`src/channel_blend_merge_unit_assert.svh`:
```
// Assertion macros for the channel blend/merge block.
`ifndef CHANNEL_BLEND_MERGE_UNIT_ASSERT_SVH
`define CHANNEL_BLEND_MERGE_UNIT_ASSERT_SVH

`ifndef SYNTH

`define CBM_ASSERT_HOLD(label, clk, rst_n, ante, cons) \
    label: assert property (@(posedge clk) disable iff (!rst_n) (ante) |-> (cons)) \
        else $error("channel_blend_merge_unit: same-cycle check failed");

`define CBM_ASSERT_NEXT(label, clk, rst_n, ante, cons) \
    label: assert property (@(posedge clk) disable iff (!rst_n) (ante) |=> (cons)) \
        else $error("channel_blend_merge_unit: next-cycle check failed");

`else

`define CBM_ASSERT_HOLD(label, clk, rst_n, ante, cons)

`define CBM_ASSERT_NEXT(label, clk, rst_n, ante, cons)

`endif

`endif

```
`src/cbm_pkg.sv`:
```
package cbm_pkg;

    localparam int ADDR_BITS = 5;
    localparam int DATA_BITS = 32;
    localparam int PIX_BITS  = 16;

    typedef enum logic [2:0] {
        CH_RED   = 3'd0,
        CH_GREEN = 3'd1,
        CH_BLUE  = 3'd2,
        CH_ALPHA = 3'd3,
        CH_LUMA  = 3'd4
    } t_chan;

    typedef enum logic [1:0] {
        TGT_RED   = 2'd0,
        TGT_GREEN = 2'd1,
        TGT_BLUE  = 2'd2,
        TGT_ALPHA = 2'd3
    } t_tgt;

    typedef enum logic [2:0] {
        OP_COPY     = 3'd0,
        OP_PLUS     = 3'd1,
        OP_MULTIPLY = 3'd2,
        OP_SCREEN   = 3'd3,
        OP_MAX      = 3'd4,
        OP_MIN      = 3'd5,
        OP_SUBTRACT = 3'd6,
        OP_OVERLAY  = 3'd7
    } t_op;

    typedef enum logic [2:0] {
        REG_A_CHANNEL = 3'd0,
        REG_B_CHANNEL = 3'd1,
        REG_BLEND_OP  = 3'd2,
        REG_TARGET    = 3'd3,
        REG_MIX       = 3'd4,
        REG_CLAMP     = 3'd5,
        REG_A_COUNT   = 3'd6,
        REG_B_COUNT   = 3'd7
    } t_reg_idx;

    localparam logic [12:0] ONE_Q12 = 13'd4096;

    localparam int LUMA_R = 871;
    localparam int LUMA_G = 2929;
    localparam int LUMA_B = 296;

    localparam logic [2:0]  RST_A_CHANNEL = 3'd0;
    localparam logic [2:0]  RST_B_CHANNEL = 3'd3;
    localparam logic [2:0]  RST_BLEND_OP  = 3'd4;
    localparam logic [1:0]  RST_TARGET    = 2'd3;
    localparam logic [12:0] RST_MIX       = 13'd4096;
    localparam logic        RST_CLAMP     = 1'b0;
    localparam logic [2:0]  RST_A_COUNT   = 3'd4;
    localparam logic [2:0]  RST_B_COUNT   = 3'd4;

    localparam logic [2:0]  MAX_COUNT     = 3'd4;

    typedef struct packed {
        t_chan       a_ch;
        t_chan       b_ch;
        t_op         op;
        logic        tgt_en;
        logic [1:0]  tgt_idx;
        logic [12:0] mix;
        logic        clamp;
        logic [2:0]  a_cnt;
        logic [2:0]  b_cnt;
    } t_cfg;

endpackage

```
`src/channel_blend_merge_unit.sv`:
```
// Channel blend/merge unit: per pixel, samples one channel of an A and a B
// pixel, blends the two samples, mixes the result into one channel of B.
// Input channel: i_valid / o_stall with the A and B pixel fields and their
// inside flags. A transfer happens at an edge where i_valid is high and
// o_stall is low. Output channel: o_valid / i_stall with the four output
// components, same transfer rule.
// Configuration: APB port, register i at byte address 4*i, pready tied
// high; to be written only while the pipeline is empty (user's duty,
// the block does not enforce it). Throughput: one pixel per clock while
// o_stall is low, through the six-stage pipeline (luma products, sample
// select, blend multiply, blend finish, mix multiply, mix finish).
// Each stage holds only while it is full and the stage after it holds, so
// bubbles close up under an output stall; o_stall rises only once all six
// stages are full and i_stall is high.
// Reset (i_rst_n low, synchronous): all stages emptied, registers return
// to their defaults (A red, B alpha, max, target alpha, full mix, no clamp,
// four components on both sides).

`include "channel_blend_merge_unit_assert.svh"

module channel_blend_merge_unit #(
    parameter int SAMPLE_BITS = 16
) (
    input  logic                           i_clk,
    input  logic                           i_rst_n,

    input  logic                           i_valid,
    output logic                           o_stall,
    input  logic signed [15:0]             i_a_red,
    input  logic signed [15:0]             i_a_green,
    input  logic signed [15:0]             i_a_blue,
    input  logic signed [15:0]             i_a_alpha,
    input  logic                           i_a_inside,
    input  logic signed [15:0]             i_b_red,
    input  logic signed [15:0]             i_b_green,
    input  logic signed [15:0]             i_b_blue,
    input  logic signed [15:0]             i_b_alpha,
    input  logic                           i_b_inside,

    output logic                           o_valid,
    input  logic                           i_stall,
    output logic signed [15:0]             o_out_red,
    output logic signed [15:0]             o_out_green,
    output logic signed [15:0]             o_out_blue,
    output logic signed [15:0]             o_out_alpha,

    input  logic                           psel,
    input  logic                           penable,
    input  logic                           pwrite,
    input  logic [cbm_pkg::ADDR_BITS-1:0]  paddr,
    input  logic [cbm_pkg::DATA_BITS-1:0]  pwdata,
    output logic [cbm_pkg::DATA_BITS-1:0]  prdata,
    output logic                           pready
);

    localparam int PB   = cbm_pkg::PIX_BITS;
    localparam int SW   = (SAMPLE_BITS > PB) ? SAMPLE_BITS : PB;
    localparam int EW   = SW + 2;
    localparam int WD   = 2 * SW + 6;
    localparam int LPW  = PB + 12;
    localparam int MW   = 15;
    localparam int NSTG = 6;

    localparam logic signed [WD-1:0]  SMAX_W = (WD'(1) <<< (SAMPLE_BITS - 1)) - WD'(1);
    localparam logic signed [WD-1:0]  SMIN_W = -SMAX_W - WD'(1);
    localparam logic signed [SW-1:0]  ONE_S  = SW'(cbm_pkg::ONE_Q12);
    localparam logic signed [SW-1:0]  HALF_S = SW'(cbm_pkg::ONE_Q12 >> 1);
    localparam logic signed [EW-1:0]  ONE_E  = EW'(cbm_pkg::ONE_Q12);
    localparam logic signed [WD-1:0]  ONE_W  = WD'(cbm_pkg::ONE_Q12);
    localparam logic signed [WD-1:0]  RND12  = WD'(cbm_pkg::ONE_Q12 >> 1);
    localparam logic signed [WD-1:0]  RND11  = WD'(cbm_pkg::ONE_Q12 >> 2);
    localparam logic signed [MW-1:0]  ONE_M  = MW'(cbm_pkg::ONE_Q12);
    localparam logic signed [LPW-1:0] LUMA_R_L = LPW'(cbm_pkg::LUMA_R);
    localparam logic signed [LPW-1:0] LUMA_G_L = LPW'(cbm_pkg::LUMA_G);
    localparam logic signed [LPW-1:0] LUMA_B_L = LPW'(cbm_pkg::LUMA_B);

    function automatic logic signed [SW-1:0] sat_s(input logic signed [WD-1:0] v);
        logic signed [SW-1:0] s;
        if (v > SMAX_W) begin
            s = SMAX_W[SW-1:0];
        end else if (v < SMIN_W) begin
            s = SMIN_W[SW-1:0];
        end else begin
            s = v[SW-1:0];
        end
        return s;
    endfunction

    function automatic logic signed [SW-1:0] pick_sample(
        input logic signed [PB-1:0] c0,
        input logic signed [PB-1:0] c1,
        input logic signed [PB-1:0] c2,
        input logic signed [PB-1:0] c3,
        input logic                 present,
        input logic [2:0]           cnt,
        input cbm_pkg::t_chan       ch,
        input logic signed [SW-1:0] luma
    );
        logic signed [SW-1:0] s;
        s = '0;
        if (present) begin
            if (cnt == 3'd1) begin
                s = SW'(c0);
            end else begin
                case (ch)
                    cbm_pkg::CH_RED:   s = SW'(c0);
                    cbm_pkg::CH_GREEN: s = SW'(c1);
                    cbm_pkg::CH_BLUE:  s = (cnt > 3'd2) ? SW'(c2) : '0;
                    cbm_pkg::CH_ALPHA: s = (cnt > 3'd3) ? SW'(c3) : ONE_S;
                    default:           s = luma;
                endcase
            end
        end
        return s;
    endfunction

    cbm_pkg::t_cfg cfg;

    cbm_regs u_regs (
        .i_clk   (i_clk),
        .i_rst_n (i_rst_n),
        .psel    (psel),
        .penable (penable),
        .pwrite  (pwrite),
        .paddr   (paddr),
        .pwdata  (pwdata),
        .prdata  (prdata),
        .pready  (pready),
        .o_cfg   (cfg)
    );

    logic [NSTG-1:0] r_vld;
    logic [NSTG-1:0] rdy;

    always_comb begin
        rdy[NSTG-1] = !r_vld[NSTG-1] || !i_stall;
        for (int k = NSTG - 2; k >= 0; k--) begin
            rdy[k] = !r_vld[k] || rdy[k+1];
        end
    end

    always_ff @(posedge i_clk) begin
        if (!i_rst_n) begin
            r_vld <= '0;
        end else begin
            if (rdy[0]) begin
                r_vld[0] <= i_valid;
            end
            for (int k = 1; k < NSTG; k++) begin
                if (rdy[k]) begin
                    r_vld[k] <= r_vld[k-1];
                end
            end
        end
    end

    assign o_stall = !rdy[0];
    assign o_valid = r_vld[NSTG-1];

    // stage 1: capture pixels, luminance products
    logic signed [PB-1:0]  r_s1_apx [4];
    logic signed [PB-1:0]  r_s1_bpx [4];
    logic                  r_s1_ain;
    logic                  r_s1_bin;
    logic signed [LPW-1:0] r_s1_a_lr, r_s1_a_lg, r_s1_a_lb;
    logic signed [LPW-1:0] r_s1_b_lr, r_s1_b_lg, r_s1_b_lb;
    logic signed [PB-1:0]  n_a_lblue, n_b_lblue;

    assign n_a_lblue = (cfg.a_cnt > 3'd2) ? i_a_blue : i_a_red;
    assign n_b_lblue = (cfg.b_cnt > 3'd2) ? i_b_blue : i_b_red;

    always_ff @(posedge i_clk) begin
        if (rdy[0]) begin
            r_s1_apx[0] <= i_a_red;
            r_s1_apx[1] <= i_a_green;
            r_s1_apx[2] <= i_a_blue;
            r_s1_apx[3] <= i_a_alpha;
            r_s1_bpx[0] <= i_b_red;
            r_s1_bpx[1] <= i_b_green;
            r_s1_bpx[2] <= i_b_blue;
            r_s1_bpx[3] <= i_b_alpha;
            r_s1_ain    <= i_a_inside;
            r_s1_bin    <= i_b_inside;
            r_s1_a_lr   <= LPW'(i_a_red) * LUMA_R_L;
            r_s1_a_lg   <= LPW'(i_a_green) * LUMA_G_L;
            r_s1_a_lb   <= LPW'(n_a_lblue) * LUMA_B_L;
            r_s1_b_lr   <= LPW'(i_b_red) * LUMA_R_L;
            r_s1_b_lg   <= LPW'(i_b_green) * LUMA_G_L;
            r_s1_b_lb   <= LPW'(n_b_lblue) * LUMA_B_L;
        end
    end

    // stage 2: luminance sum, sample select, base pixel
    logic signed [SW-1:0] r_s2_sa, r_s2_sb;
    logic signed [PB-1:0] r_s2_base [4];
    logic signed [SW-1:0] n_a_luma, n_b_luma;

    assign n_a_luma = sat_s((WD'(r_s1_a_lr) + WD'(r_s1_a_lg) + WD'(r_s1_a_lb)
                             + RND12) >>> 12);
    assign n_b_luma = sat_s((WD'(r_s1_b_lr) + WD'(r_s1_b_lg) + WD'(r_s1_b_lb)
                             + RND12) >>> 12);

    always_ff @(posedge i_clk) begin
        if (rdy[1]) begin
            r_s2_sa <= pick_sample(r_s1_apx[0], r_s1_apx[1], r_s1_apx[2], r_s1_apx[3],
                                   r_s1_ain, cfg.a_cnt, cfg.a_ch, n_a_luma);
            r_s2_sb <= pick_sample(r_s1_bpx[0], r_s1_bpx[1], r_s1_bpx[2], r_s1_bpx[3],
                                   r_s1_bin, cfg.b_cnt, cfg.b_ch, n_b_luma);
            for (int i = 0; i < 4; i++) begin
                r_s2_base[i] <= (r_s1_bin && (3'(i) < cfg.b_cnt)) ? r_s1_bpx[i] : '0;
            end
        end
    end

    // stage 3: blend multiply, on the samples or their complements
    logic signed [SW-1:0]     r_s3_sa, r_s3_sb;
    logic signed [2*EW-1:0]   r_s3_prod;
    logic                     r_s3_inv;
    logic signed [PB-1:0]     r_s3_base [4];
    logic                     n_inv;
    logic signed [EW-1:0]     n_x, n_y;

    always_comb begin
        n_inv = (cfg.op == cbm_pkg::OP_SCREEN) ||
                ((cfg.op == cbm_pkg::OP_OVERLAY) && (r_s2_sb > HALF_S));
        n_x   = n_inv ? (ONE_E - EW'(r_s2_sa)) : EW'(r_s2_sa);
        n_y   = n_inv ? (ONE_E - EW'(r_s2_sb)) : EW'(r_s2_sb);
    end

    always_ff @(posedge i_clk) begin
        if (rdy[2]) begin
            r_s3_sa   <= r_s2_sa;
            r_s3_sb   <= r_s2_sb;
            r_s3_prod <= n_x * n_y;
            r_s3_inv  <= n_inv;
            r_s3_base <= r_s2_base;
        end
    end

    // stage 4: finish blend
    logic signed [SW-1:0] r_s4_r;
    logic signed [PB-1:0] r_s4_base [4];
    logic signed [WD-1:0] n_pw, n_sh, n_q;
    logic signed [SW-1:0] n_blend;

    always_comb begin
        n_pw = WD'(r_s3_prod);
        n_sh = (cfg.op == cbm_pkg::OP_OVERLAY) ? ((n_pw + RND11) >>> 11)
                                               : ((n_pw + RND12) >>> 12);
        n_q  = r_s3_inv ? (ONE_W - n_sh) : n_sh;
        case (cfg.op)
            cbm_pkg::OP_COPY:     n_blend = r_s3_sa;
            cbm_pkg::OP_PLUS:     n_blend = sat_s(WD'(r_s3_sb) + WD'(r_s3_sa));
            cbm_pkg::OP_MAX:      n_blend = (r_s3_sb > r_s3_sa) ? r_s3_sb : r_s3_sa;
            cbm_pkg::OP_MIN:      n_blend = (r_s3_sb < r_s3_sa) ? r_s3_sb : r_s3_sa;
            cbm_pkg::OP_SUBTRACT: n_blend = sat_s(WD'(r_s3_sb) - WD'(r_s3_sa));
            default:              n_blend = sat_s(n_q);
        endcase
    end

    always_ff @(posedge i_clk) begin
        if (rdy[3]) begin
            r_s4_r    <= n_blend;
            r_s4_base <= r_s3_base;
        end
    end

    // stage 5: mix multiplies
    logic signed [PB+MW-1:0] r_s5_po;
    logic signed [SW+MW-1:0] r_s5_pr;
    logic signed [PB-1:0]    r_s5_base [4];
    logic signed [MW-1:0]    n_m_res, n_m_orig;

    assign n_m_res  = MW'(cfg.mix);
    assign n_m_orig = ONE_M - n_m_res;

    always_ff @(posedge i_clk) begin
        if (rdy[4]) begin
            r_s5_po   <= r_s4_base[cfg.tgt_idx] * n_m_orig;
            r_s5_pr   <= r_s4_r * n_m_res;
            r_s5_base <= r_s4_base;
        end
    end

    // stage 6: round, saturate, clamp, write target
    logic signed [PB-1:0] r_s6_out [4];
    logic signed [SW-1:0] n_mixed, n_final;

    always_comb begin
        n_mixed = sat_s((WD'(r_s5_po) + WD'(r_s5_pr) + RND12) >>> 12);
        n_final = n_mixed;
        if (cfg.clamp) begin
            if (n_mixed < 0) begin
                n_final = '0;
            end else if (n_mixed > ONE_S) begin
                n_final = ONE_S;
            end
        end
    end

    always_ff @(posedge i_clk) begin
        if (rdy[5]) begin
            for (int i = 0; i < 4; i++) begin
                r_s6_out[i] <= (cfg.tgt_en && (2'(i) == cfg.tgt_idx)) ? n_final[PB-1:0]
                                                                     : r_s5_base[i];
            end
        end
    end

    assign o_out_red   = r_s6_out[0];
    assign o_out_green = r_s6_out[1];
    assign o_out_blue  = r_s6_out[2];
    assign o_out_alpha = r_s6_out[3];

    `CBM_ASSERT_NEXT(a_accept_lands, i_clk, i_rst_n, i_valid && !o_stall, r_vld[0])
    `CBM_ASSERT_HOLD(a_stall_only_full, i_clk, i_rst_n, o_stall, (&r_vld) && i_stall)
    `CBM_ASSERT_NEXT(a_valid_held, i_clk, i_rst_n, o_valid && i_stall, o_valid)

endmodule

```
`src/cbm_regs.sv`:
```
module cbm_regs (
    input  logic                           i_clk,
    input  logic                           i_rst_n,
    input  logic                           psel,
    input  logic                           penable,
    input  logic                           pwrite,
    input  logic [cbm_pkg::ADDR_BITS-1:0]  paddr,
    input  logic [cbm_pkg::DATA_BITS-1:0]  pwdata,
    output logic [cbm_pkg::DATA_BITS-1:0]  prdata,
    output logic                           pready,
    output cbm_pkg::t_cfg                  o_cfg
);

    logic [2:0]  r_a_ch;
    logic [2:0]  r_b_ch;
    logic [2:0]  r_op;
    logic [1:0]  r_tgt;
    logic [12:0] r_mix;
    logic        r_clamp;
    logic [2:0]  r_a_cnt;
    logic [2:0]  r_b_cnt;

    logic             wr_en;
    cbm_pkg::t_reg_idx idx;
    logic [2:0]       na;
    logic [2:0]       nb;

    assign wr_en  = psel && penable && pwrite;
    assign idx    = cbm_pkg::t_reg_idx'(paddr[4:2]);
    assign pready = 1'b1;

    always_ff @(posedge i_clk) begin
        if (!i_rst_n) begin
            r_a_ch  <= cbm_pkg::RST_A_CHANNEL;
            r_b_ch  <= cbm_pkg::RST_B_CHANNEL;
            r_op    <= cbm_pkg::RST_BLEND_OP;
            r_tgt   <= cbm_pkg::RST_TARGET;
            r_mix   <= cbm_pkg::RST_MIX;
            r_clamp <= cbm_pkg::RST_CLAMP;
            r_a_cnt <= cbm_pkg::RST_A_COUNT;
            r_b_cnt <= cbm_pkg::RST_B_COUNT;
        end else if (wr_en) begin
            case (idx)
                cbm_pkg::REG_A_CHANNEL: r_a_ch  <= pwdata[2:0];
                cbm_pkg::REG_B_CHANNEL: r_b_ch  <= pwdata[2:0];
                cbm_pkg::REG_BLEND_OP:  r_op    <= pwdata[2:0];
                cbm_pkg::REG_TARGET:    r_tgt   <= pwdata[1:0];
                cbm_pkg::REG_MIX:       r_mix   <= pwdata[12:0];
                cbm_pkg::REG_CLAMP:     r_clamp <= pwdata[0];
                cbm_pkg::REG_A_COUNT:   r_a_cnt <= pwdata[2:0];
                cbm_pkg::REG_B_COUNT:   r_b_cnt <= pwdata[2:0];
                default: ;
            endcase
        end
    end

    always_comb begin
        case (idx)
            cbm_pkg::REG_A_CHANNEL: prdata = cbm_pkg::DATA_BITS'(r_a_ch);
            cbm_pkg::REG_B_CHANNEL: prdata = cbm_pkg::DATA_BITS'(r_b_ch);
            cbm_pkg::REG_BLEND_OP:  prdata = cbm_pkg::DATA_BITS'(r_op);
            cbm_pkg::REG_TARGET:    prdata = cbm_pkg::DATA_BITS'(r_tgt);
            cbm_pkg::REG_MIX:       prdata = cbm_pkg::DATA_BITS'(r_mix);
            cbm_pkg::REG_CLAMP:     prdata = cbm_pkg::DATA_BITS'(r_clamp);
            cbm_pkg::REG_A_COUNT:   prdata = cbm_pkg::DATA_BITS'(r_a_cnt);
            cbm_pkg::REG_B_COUNT:   prdata = cbm_pkg::DATA_BITS'(r_b_cnt);
            default:                prdata = '0;
        endcase
    end

    // normalize counts to 1..4, selects above luminance to luminance
    always_comb begin
        na = (r_a_cnt == 3'd0) ? 3'd1 :
             (r_a_cnt > cbm_pkg::MAX_COUNT) ? cbm_pkg::MAX_COUNT : r_a_cnt;
        nb = (r_b_cnt == 3'd0) ? 3'd1 :
             (r_b_cnt > cbm_pkg::MAX_COUNT) ? cbm_pkg::MAX_COUNT : r_b_cnt;

        o_cfg.a_ch = (r_a_ch > 3'(cbm_pkg::CH_LUMA)) ? cbm_pkg::CH_LUMA
                                                    : cbm_pkg::t_chan'(r_a_ch);
        o_cfg.b_ch = (r_b_ch > 3'(cbm_pkg::CH_LUMA)) ? cbm_pkg::CH_LUMA
                                                    : cbm_pkg::t_chan'(r_b_ch);
        o_cfg.op    = cbm_pkg::t_op'(r_op);
        o_cfg.mix   = (r_mix > cbm_pkg::ONE_Q12) ? cbm_pkg::ONE_Q12 : r_mix;
        o_cfg.clamp = r_clamp;
        o_cfg.a_cnt = na;
        o_cfg.b_cnt = nb;

        if (nb == 3'd1) begin
            o_cfg.tgt_en  = (r_tgt == 2'(cbm_pkg::TGT_ALPHA));
            o_cfg.tgt_idx = 2'(cbm_pkg::TGT_RED);
        end else begin
            o_cfg.tgt_en  = (3'(r_tgt) < nb);
            o_cfg.tgt_idx = r_tgt;
        end
    end

endmodule

```
`config.mk`:
```
export PLATFORM = sky130hd
export DESIGN_NAME = channel_blend_merge_unit
export DESIGN_NICKNAME = d
export VERILOG_FILES = /design/src/cbm_pkg.sv /design/src/channel_blend_merge_unit.sv /design/src/cbm_regs.sv
export VERILOG_INCLUDE_DIRS = /design/src /design/src/src
export SDC_FILE = /design/constraint.sdc
export NUM_CORES = 2
export LEC_CHECK = 0
export BUFFER_PORTS_ARGS = -buffer_cell sky130_fd_sc_hd__buf_4
export CORE_MARGIN = 5
export CORE_UTILIZATION = 49
export DETAILED_ROUTE_END_ITERATION = 8
export PLACE_DENSITY = 0.65
export SLEW_MARGIN = 10
export SYNTH_ARGS = -nofsm -noshare
export SYNTH_HDL_FRONTEND = slang
export SYNTH_HIERARCHICAL = 1
export SYNTH_SLANG_ARGS = --single-unit
export TNS_END_PERCENT = 1
```
`constraint.sdc`:
```
create_clock -name i_clk -period 25.8 [get_ports i_clk]
set_clock_uncertainty 0.05 [all_clocks]
set_input_delay 3.87 -clock i_clk [delete_from_list [all_inputs] [get_ports i_clk]]
set_output_delay 3.87 -clock i_clk [all_outputs]
set_load 0.05 [all_outputs]
```
# Word-level counts from Yosys, hierarchy flattened
# Memory sizes are Yosys's and may differ from the RTL's.
# Cells that the tools add are included.
[totals]
input_bits = 174
mem_bits_rw = 192
reg_bits = 628
output_inout_bits = 99
elab_cells = 226
rom_bits = 0
latchBits = 0
memories = 3
[classes]
addsub = 16
n_shift = 0
eq_ne = 25
n_mul = 9
n_mux = 52
n_lt_le_gt_ge = 32
bitwise_logic = 1
div_mod_pow = 0
n_reduce_logical = 41
[mem_list]
columns = ["memory", "depth", "word_bits", "rd", "rd_ports_with_merged_regs", "write_ports", "line_no", "rtl"]
rows = [
  ["r_s1_apx", 4, 16, 4, 0, 4, "channel_blend_merge_unit.sv:161", "logic signed [PB-1:0] r_s1_apx [4];"],
  ["r_s1_bpx", 4, 16, 4, 0, 4, "channel_blend_merge_unit.sv:162", "logic signed [PB-1:0] r_s1_bpx [4];"],
  ["r_s6_out", 4, 16, 4, 0, 4, "channel_blend_merge_unit.sv:286", "logic signed [PB-1:0] r_s6_out [4];"],
]
[op_table]
columns = ["operator", "n"]
rows = [
  ["$mux 16", 31],
  ["$pmux 32 s8", 1],
  ["$pmux 16 s4", 2],
  ["$pmux 16 s5", 1],
  ["$mux 38", 2],
  ["$add 30x13->31 const B", 2],
  ["$add 29x26->30", 2],
  ["$mul 16x14->30", 2],
  ["$add 27x28->29", 2],
  ["$mul 16x13->28 const B", 2],
  ["$mul 16x11->27 const B", 2],
  ["$mul 16x7->23 const B", 2],
  ["$gt 19x16->1 const B", 2],
  ["$gt 38x16->1 const B", 1],
  ["$lt 19x16->1 const B", 2],
  ["$lt 38x16->1 const B", 1],
  ["$sub 14x38->38 const A", 1],
  ["$add 36x12->37 const B", 1],
  ["$add 36x13->37 const B", 1],
  ["$mul 18x18->36", 1],
  ["$mux 18", 2],
  ["$gt 17x16->1 const B", 2],
  ["$lt 17x16->1 const B", 2],
  ["$sub 14x16->17 const A", 2],
  ["other kinds (36)", 107],
]

# Longest topological paths before layout
[depth]
ltp_word = 10
mapped_depth = 38
mapped_depth_nobuf = 35

# Hierarchy
# Netlist, hierarchy kept.
[modules_own_cells]
columns = ["module", "area_each_um2", "instances", "cells_each", "seq_area_each_um2"]
rows = [
  ["channel_blend_merge_unit", 83010.9, 1, 7724, 23032.1],
  ["cbm_regs", 1870.5, 1, 226, 620.6],
]

# Worst setup path after synthesis
# OpenSTA, ideal clock, no wires.
[synth_timing]
path_type = "input port to output port"
from = "input i_stall"
to = "output o_stall"
setup_slack_ns = 8.066
arrival_time_ns = 13.814
required_ns = 21.880
path_buffers = 0
stages = 4
path_cell_list = "and3_1 -> and3_1 -> nand3_1 -> inv_1"
[synth_between]
elab_chain_cells = 8
[synth_lines]
columns = ["item", "line_no", "rtl"]
rows = [
  ["start: declaration", "channel_blend_merge_unit.sv:41", "input logic i_stall,"],
  ["$logic_not 1->1", "channel_blend_merge_unit.sv:136", "rdy[NSTG-1] = !r_vld[NSTG-1] || !i_stall;"],
  ["$logic_or 1x1->1", "channel_blend_merge_unit.sv:136", ""],
  ["$logic_or 1x1->1 (5 in a row)", "channel_blend_merge_unit.sv:138", "rdy[k] = !r_vld[k] || rdy[k+1];"],
  ["$logic_not 1->1", "channel_blend_merge_unit.sv:157", "assign o_stall = !rdy[0];"],
  ["end: declaration", "channel_blend_merge_unit.sv:28", "output logic o_stall,"],
]
# Every way passes these cells.

# Worst setup path in the final report
[layout_timing]
from = "register r_s2_sb[0]"
to = "register r_s3_prod[33], data pin"
[layout_between]
elab_chain_cells = 5
word_cells_on_any_way = 7
cone_classes = "add/sub (1); mul (1); order compare (1); mux (2); reduce/logical (2)"
[layout_lines]
columns = ["item", "line_no", "rtl"]
rows = [
  ["start: declaration", "channel_blend_merge_unit.sv:194", "logic signed [SW-1:0] r_s2_sa, r_s2_sb;"],
  ["start signal: assignment", "channel_blend_merge_unit.sv:207", "r_s2_sb <= pick_sample(r_s1_bpx[0], r_s1_bpx[1], r_s1_bpx[2], r_s1_bpx[3],"],
  ["$gt 16x13->1", "channel_blend_merge_unit.sv:225", "((cfg.op == cbm_pkg::OP_OVERLAY) && (r_s2_sb > HALF_S));"],
  ["$logic_and 1x1->1", "channel_blend_merge_unit.sv:225", ""],
  ["$logic_or 1x1->1", "channel_blend_merge_unit.sv:224", "n_inv = (cfg.op == cbm_pkg::OP_SCREEN) ||"],
  ["$mux 18 (on tied branches)", "channel_blend_merge_unit.sv:226, channel_blend_merge_unit.sv:227", ""],
  ["$mul 18x18->36 *", "channel_blend_merge_unit.sv:234", "r_s3_prod <= n_x * n_y;"],
  ["end signal: assignment", "channel_blend_merge_unit.sv:234", ""],
  ["end: declaration", "channel_blend_merge_unit.sv:217", "logic signed [2*EW-1:0] r_s3_prod;"],
]
# Every way passes the cells marked *; elsewhere a longest branch is shown, timed or not.
# A chain may end at the register's enable or synchronous reset.

==> impl_metrics.ini <==
[sta]
slew_violations = 0
fin_crit_ns = 11.47
finalSetupViolations = 0
finalHoldViolCount = 0
fin_crit_sh_pct = 44.5
max_clock_freq_mhz = 87.2
worstMarginPinSlew_ns = 1.28
slew_headroom_pct = 13.9
setup-tns-final_ns = 0
rsz0062_at_grt = no

[clock_network]
cts_tree = built
cts_hold_buf = 0
cts_root_buf = clkbuf_16
cts_buffer_depth = 3
postCtsSetupBuffers = 0
cts_resized = 0
htreeDepth = 3
cts_buffers = 92
clock_sinks = 800
clk_pin_slew_ns = 0.06
clk_latency_ns = 0.73

[critical_path]
critPathArrivalTime_ns = 11.87
crit_required_ns = 26.20
critical_path_buf_inv_count = 5
slowest_stage = xnor2_1
start_kind = flop
crit_fanout = 24
path_class = reg -> reg
slowest_delay_ns = 0.94
cpLargestDelayFamily = compound AO/OA/AOI/OAI gates
startpoint = r_s2_sb[0]$_SDFFCE_PN0P_
r2r-start = r_s2_sb[0]$_SDFFCE_PN0P_
crit_path_end_kind = flop

[place]
hpwl_mm = 176
port_buffers = 231
gp_congestion = 0.927

[run]
drv_cap = 0

[finish]
drive_above_1_share_pct = 8.04
final_core_util_pct = 53.8
syn2layout_area_growth_pct = 9.06
nNetsFinal = 10336
multi_input_area_um2 = 55100
fillerInstances = 15059
regArea_um2 = 23700

[synth]
synth-seq-cells = 800
yosysWarnings = 6
synth_cells = 7950
synth_seq_area_share_pct = 27.9
async_flop_share_pct = 0
avgSynthCellArea_um2 = 10.7
netlist_area_um2 = 84900
synth_ff_type = edfxtp_1
synth-edff-count = 763
synth_cell_types = 107

[detailed_routing]
drt_iter0_markers = 4006
dr_total_vias = 57681
viasPerCell = 5.48
routed_wl_mm = 216
drc = 0
drt-pass1-iter-count = 6
wl_per_cell_um = 20.5
postRouteAntennaNets = 0

[die]
start_util_pct = 49.4
core_area_um2 = 172000
floorplan.rows = 152
die_x_um = 426
die-height_um = 426
ioPinCount = 273
die_area_um2 = 182000

[grt]
grt_antenna_before_repair = 8
gr-total-overflow = 0
grt_pass1_wl_mm = 341
grtUsageTotal_pct = 24.2
grt_pass1_vias = 60458
grt_max_degree = 81

[min_path]
hp-class = reg -> reg
min_from = r_s2_base[21]$_SDFFCE_PN0P_

[pwr]
p_total_mw = 8.64
max-vdd-ir-drop_uv = 122
pwr_density_cell_nw_per_um2 = 93.3
p_leak_nw = 43.3

[status]
status = finished, final reports clean
-- routing by layer --
metal,up-vias,wire [µm],global-route usage (%)
met1,29090,87200,31.0
met5,-,9,0
met4,2,8320,8.47
met2,1600,108000,42.4
li1,26635,-,-
met3,354,11700,2.94
-- layout make-up --
type                    instances  share of cell area, %
inverters                    1394                   5.66
well taps                    2310                   3.12
clock buffers                 109                   2.66
repair buffers                325                   2.64
flip-flops and latches        800                   25.6
multi-input cells            5527                   59.5
diodes                          5                 0.0135
clock inverters                64                  0.887
-- worst register-to-register path: cells and delay by family, from the launching register on --
family / cells / cell delay (ns)
compound gates: 13 / 3.80
xor+xnor: 2 / 1.18
fa+ha+maj: 8 / 3.35
buf+inv: 5 / 1.17
flops: 1 / 0.71
simple gates: 4 / 0.94
-- kinds of logic (layout without fill, tap and decap cells) --
| group | Yosys count | count (layout) | share of synthesized area, % |
|---|---|---|---|
| flip-flops | 800 | 800 | 27.9 |
| AND/OR/NAND/NOR | 1963 | 1963 | 11.2 |
| adder cells (fa/ha/maj) | 2022 | 2022 | 39.8 |
| other | 2 | 25 | 0.00885 |
| AO/OA/AOI/OAI | 1023 | 1023 | 8.01 |
| XOR/XNOR | 354 | 354 | 3.65 |
| buffers and inverters | 1641 | 1892 | 7.45 |
| multiplexers | 145 | 145 | 2.03 |
-- sequential cells by signal (all words and copies together) (netlist names), 6 cells and up --
register,cells
r_s4_base,64
r_vld,6
r_s2_sa,16
r_s1_b_lb,23
r_s1_a_lg,28
u_regs/r_mix,13
r_s2_sb,16
r_s1_a_lr,27
r_s2_base,64
r_s5_base,64
r_s5_pr,30
r_s3_prod,26
r_s5_po,30
r_s1_apx,59
r_s6_out,64
r_s3_base,64
r_s3_sa,16
r_s3_sb,16
r_s1_bpx,59
r_s1_b_lg,28
r_s4_r,16
r_s1_a_lb,23
r_s1_b_lr,27
-- metrics by stage --
step	area [µm²]	setup WS, ns	instances	hold slack [ns]
2_1_floorplan	84900	8.07	7968	0.350
3_3_place_gp	89300	14.66	10356	0.352
3_5_place_dp	89300	14.57	10356	0.355
4_1_cts	92600	14.49	10529	0.353
5_1_grt	92600	13.86	10529	0.361
6_report	92600	14.33	10534	0.350
-- final timing paths --
kind / endpoint / slack, ns / depth (start not counted)
max: r_s3_prod[33]$_DFFE_PP_ / 14.33 / 32
min: r_s3_base[21]$_DFFE_PP_ / 0.35 / 0
max reg2reg: r_s3_prod[33]$_DFFE_PP_ / 14.33 / 32
min reg2reg: r_s3_base[21]$_DFFE_PP_ / 0.35 / 0
-- synthesized netlist by cell type (all sizes together), types with 24 or more instances --
cell	number	area, µm²
a211oi	25	188
a221o	27	270
nand4	41	284
a21oi	287	1440
nor2	458	1740
xor2	95	832
buf	65	400
a21o	72	541
o211ai	34	255
o21bai	40	300
fa	1125	22500
and3	77	482
a31oi	31	194
clkbuf	182	687
nand2b	56	350
dfxtp	37	741
inv	1392	5230
xnor2	259	2270
mux2	51	574
nor3	110	556
or2	43	272
o31ai	30	225
o21a	42	315
mux2i	78	785
nor4	24	193
or3	37	236
nand2	613	2300
a21boi	25	188
nor2b	119	744
ha	897	11200
o21ai	229	1150
and2	226	1410
nand3	107	541
edfxtp	763	22900
-- power by group --
| part | switching (mW) | internal, mW |
|---|---|---|
| logic | 3.06 | 2.15 |
| clock network | 0.567 | 0.824 |
| registers | 0.230 | 1.81 |
| total | 3.86 | 4.78 |
-- cell usage in the layout, fill, tap and decap left out, types with 34 or more instances in the layout --
cell | synthesis | routed
inv_1 | 1392 | 1390
fa_1 | 1125 | 1125
ha_1 | 897 | 897
edfxtp_1 | 763 | 763
nand2_1 | 613 | 610
nor2_1 | 453 | 453
buf_4 | 24 | 325
a21oi_1 | 286 | 284
xnor2_1 | 259 | 258
and2_1 | 225 | 225
o21ai_0 | 214 | 213
nor2b_1 | 119 | 113
nor3_1 | 109 | 109
nand3_1 | 106 | 105
xor2_1 | 95 | 94
clkbuf_16 | 0 | 94
mux2i_1 | 77 | 77
and3_1 | 77 | 77
a21o_1 | 72 | 72
nand2b_1 | 56 | 56
mux2_2 | 51 | 51
o21a_1 | 42 | 42
o21bai_1 | 40 | 40
or2_2 | 38 | 38
nand4_1 | 38 | 38
dfxtp_1 | 37 | 37
or3_1 | 36 | 36
o211ai_1 | 34 | 34
(Power assumes the default switching activity.)
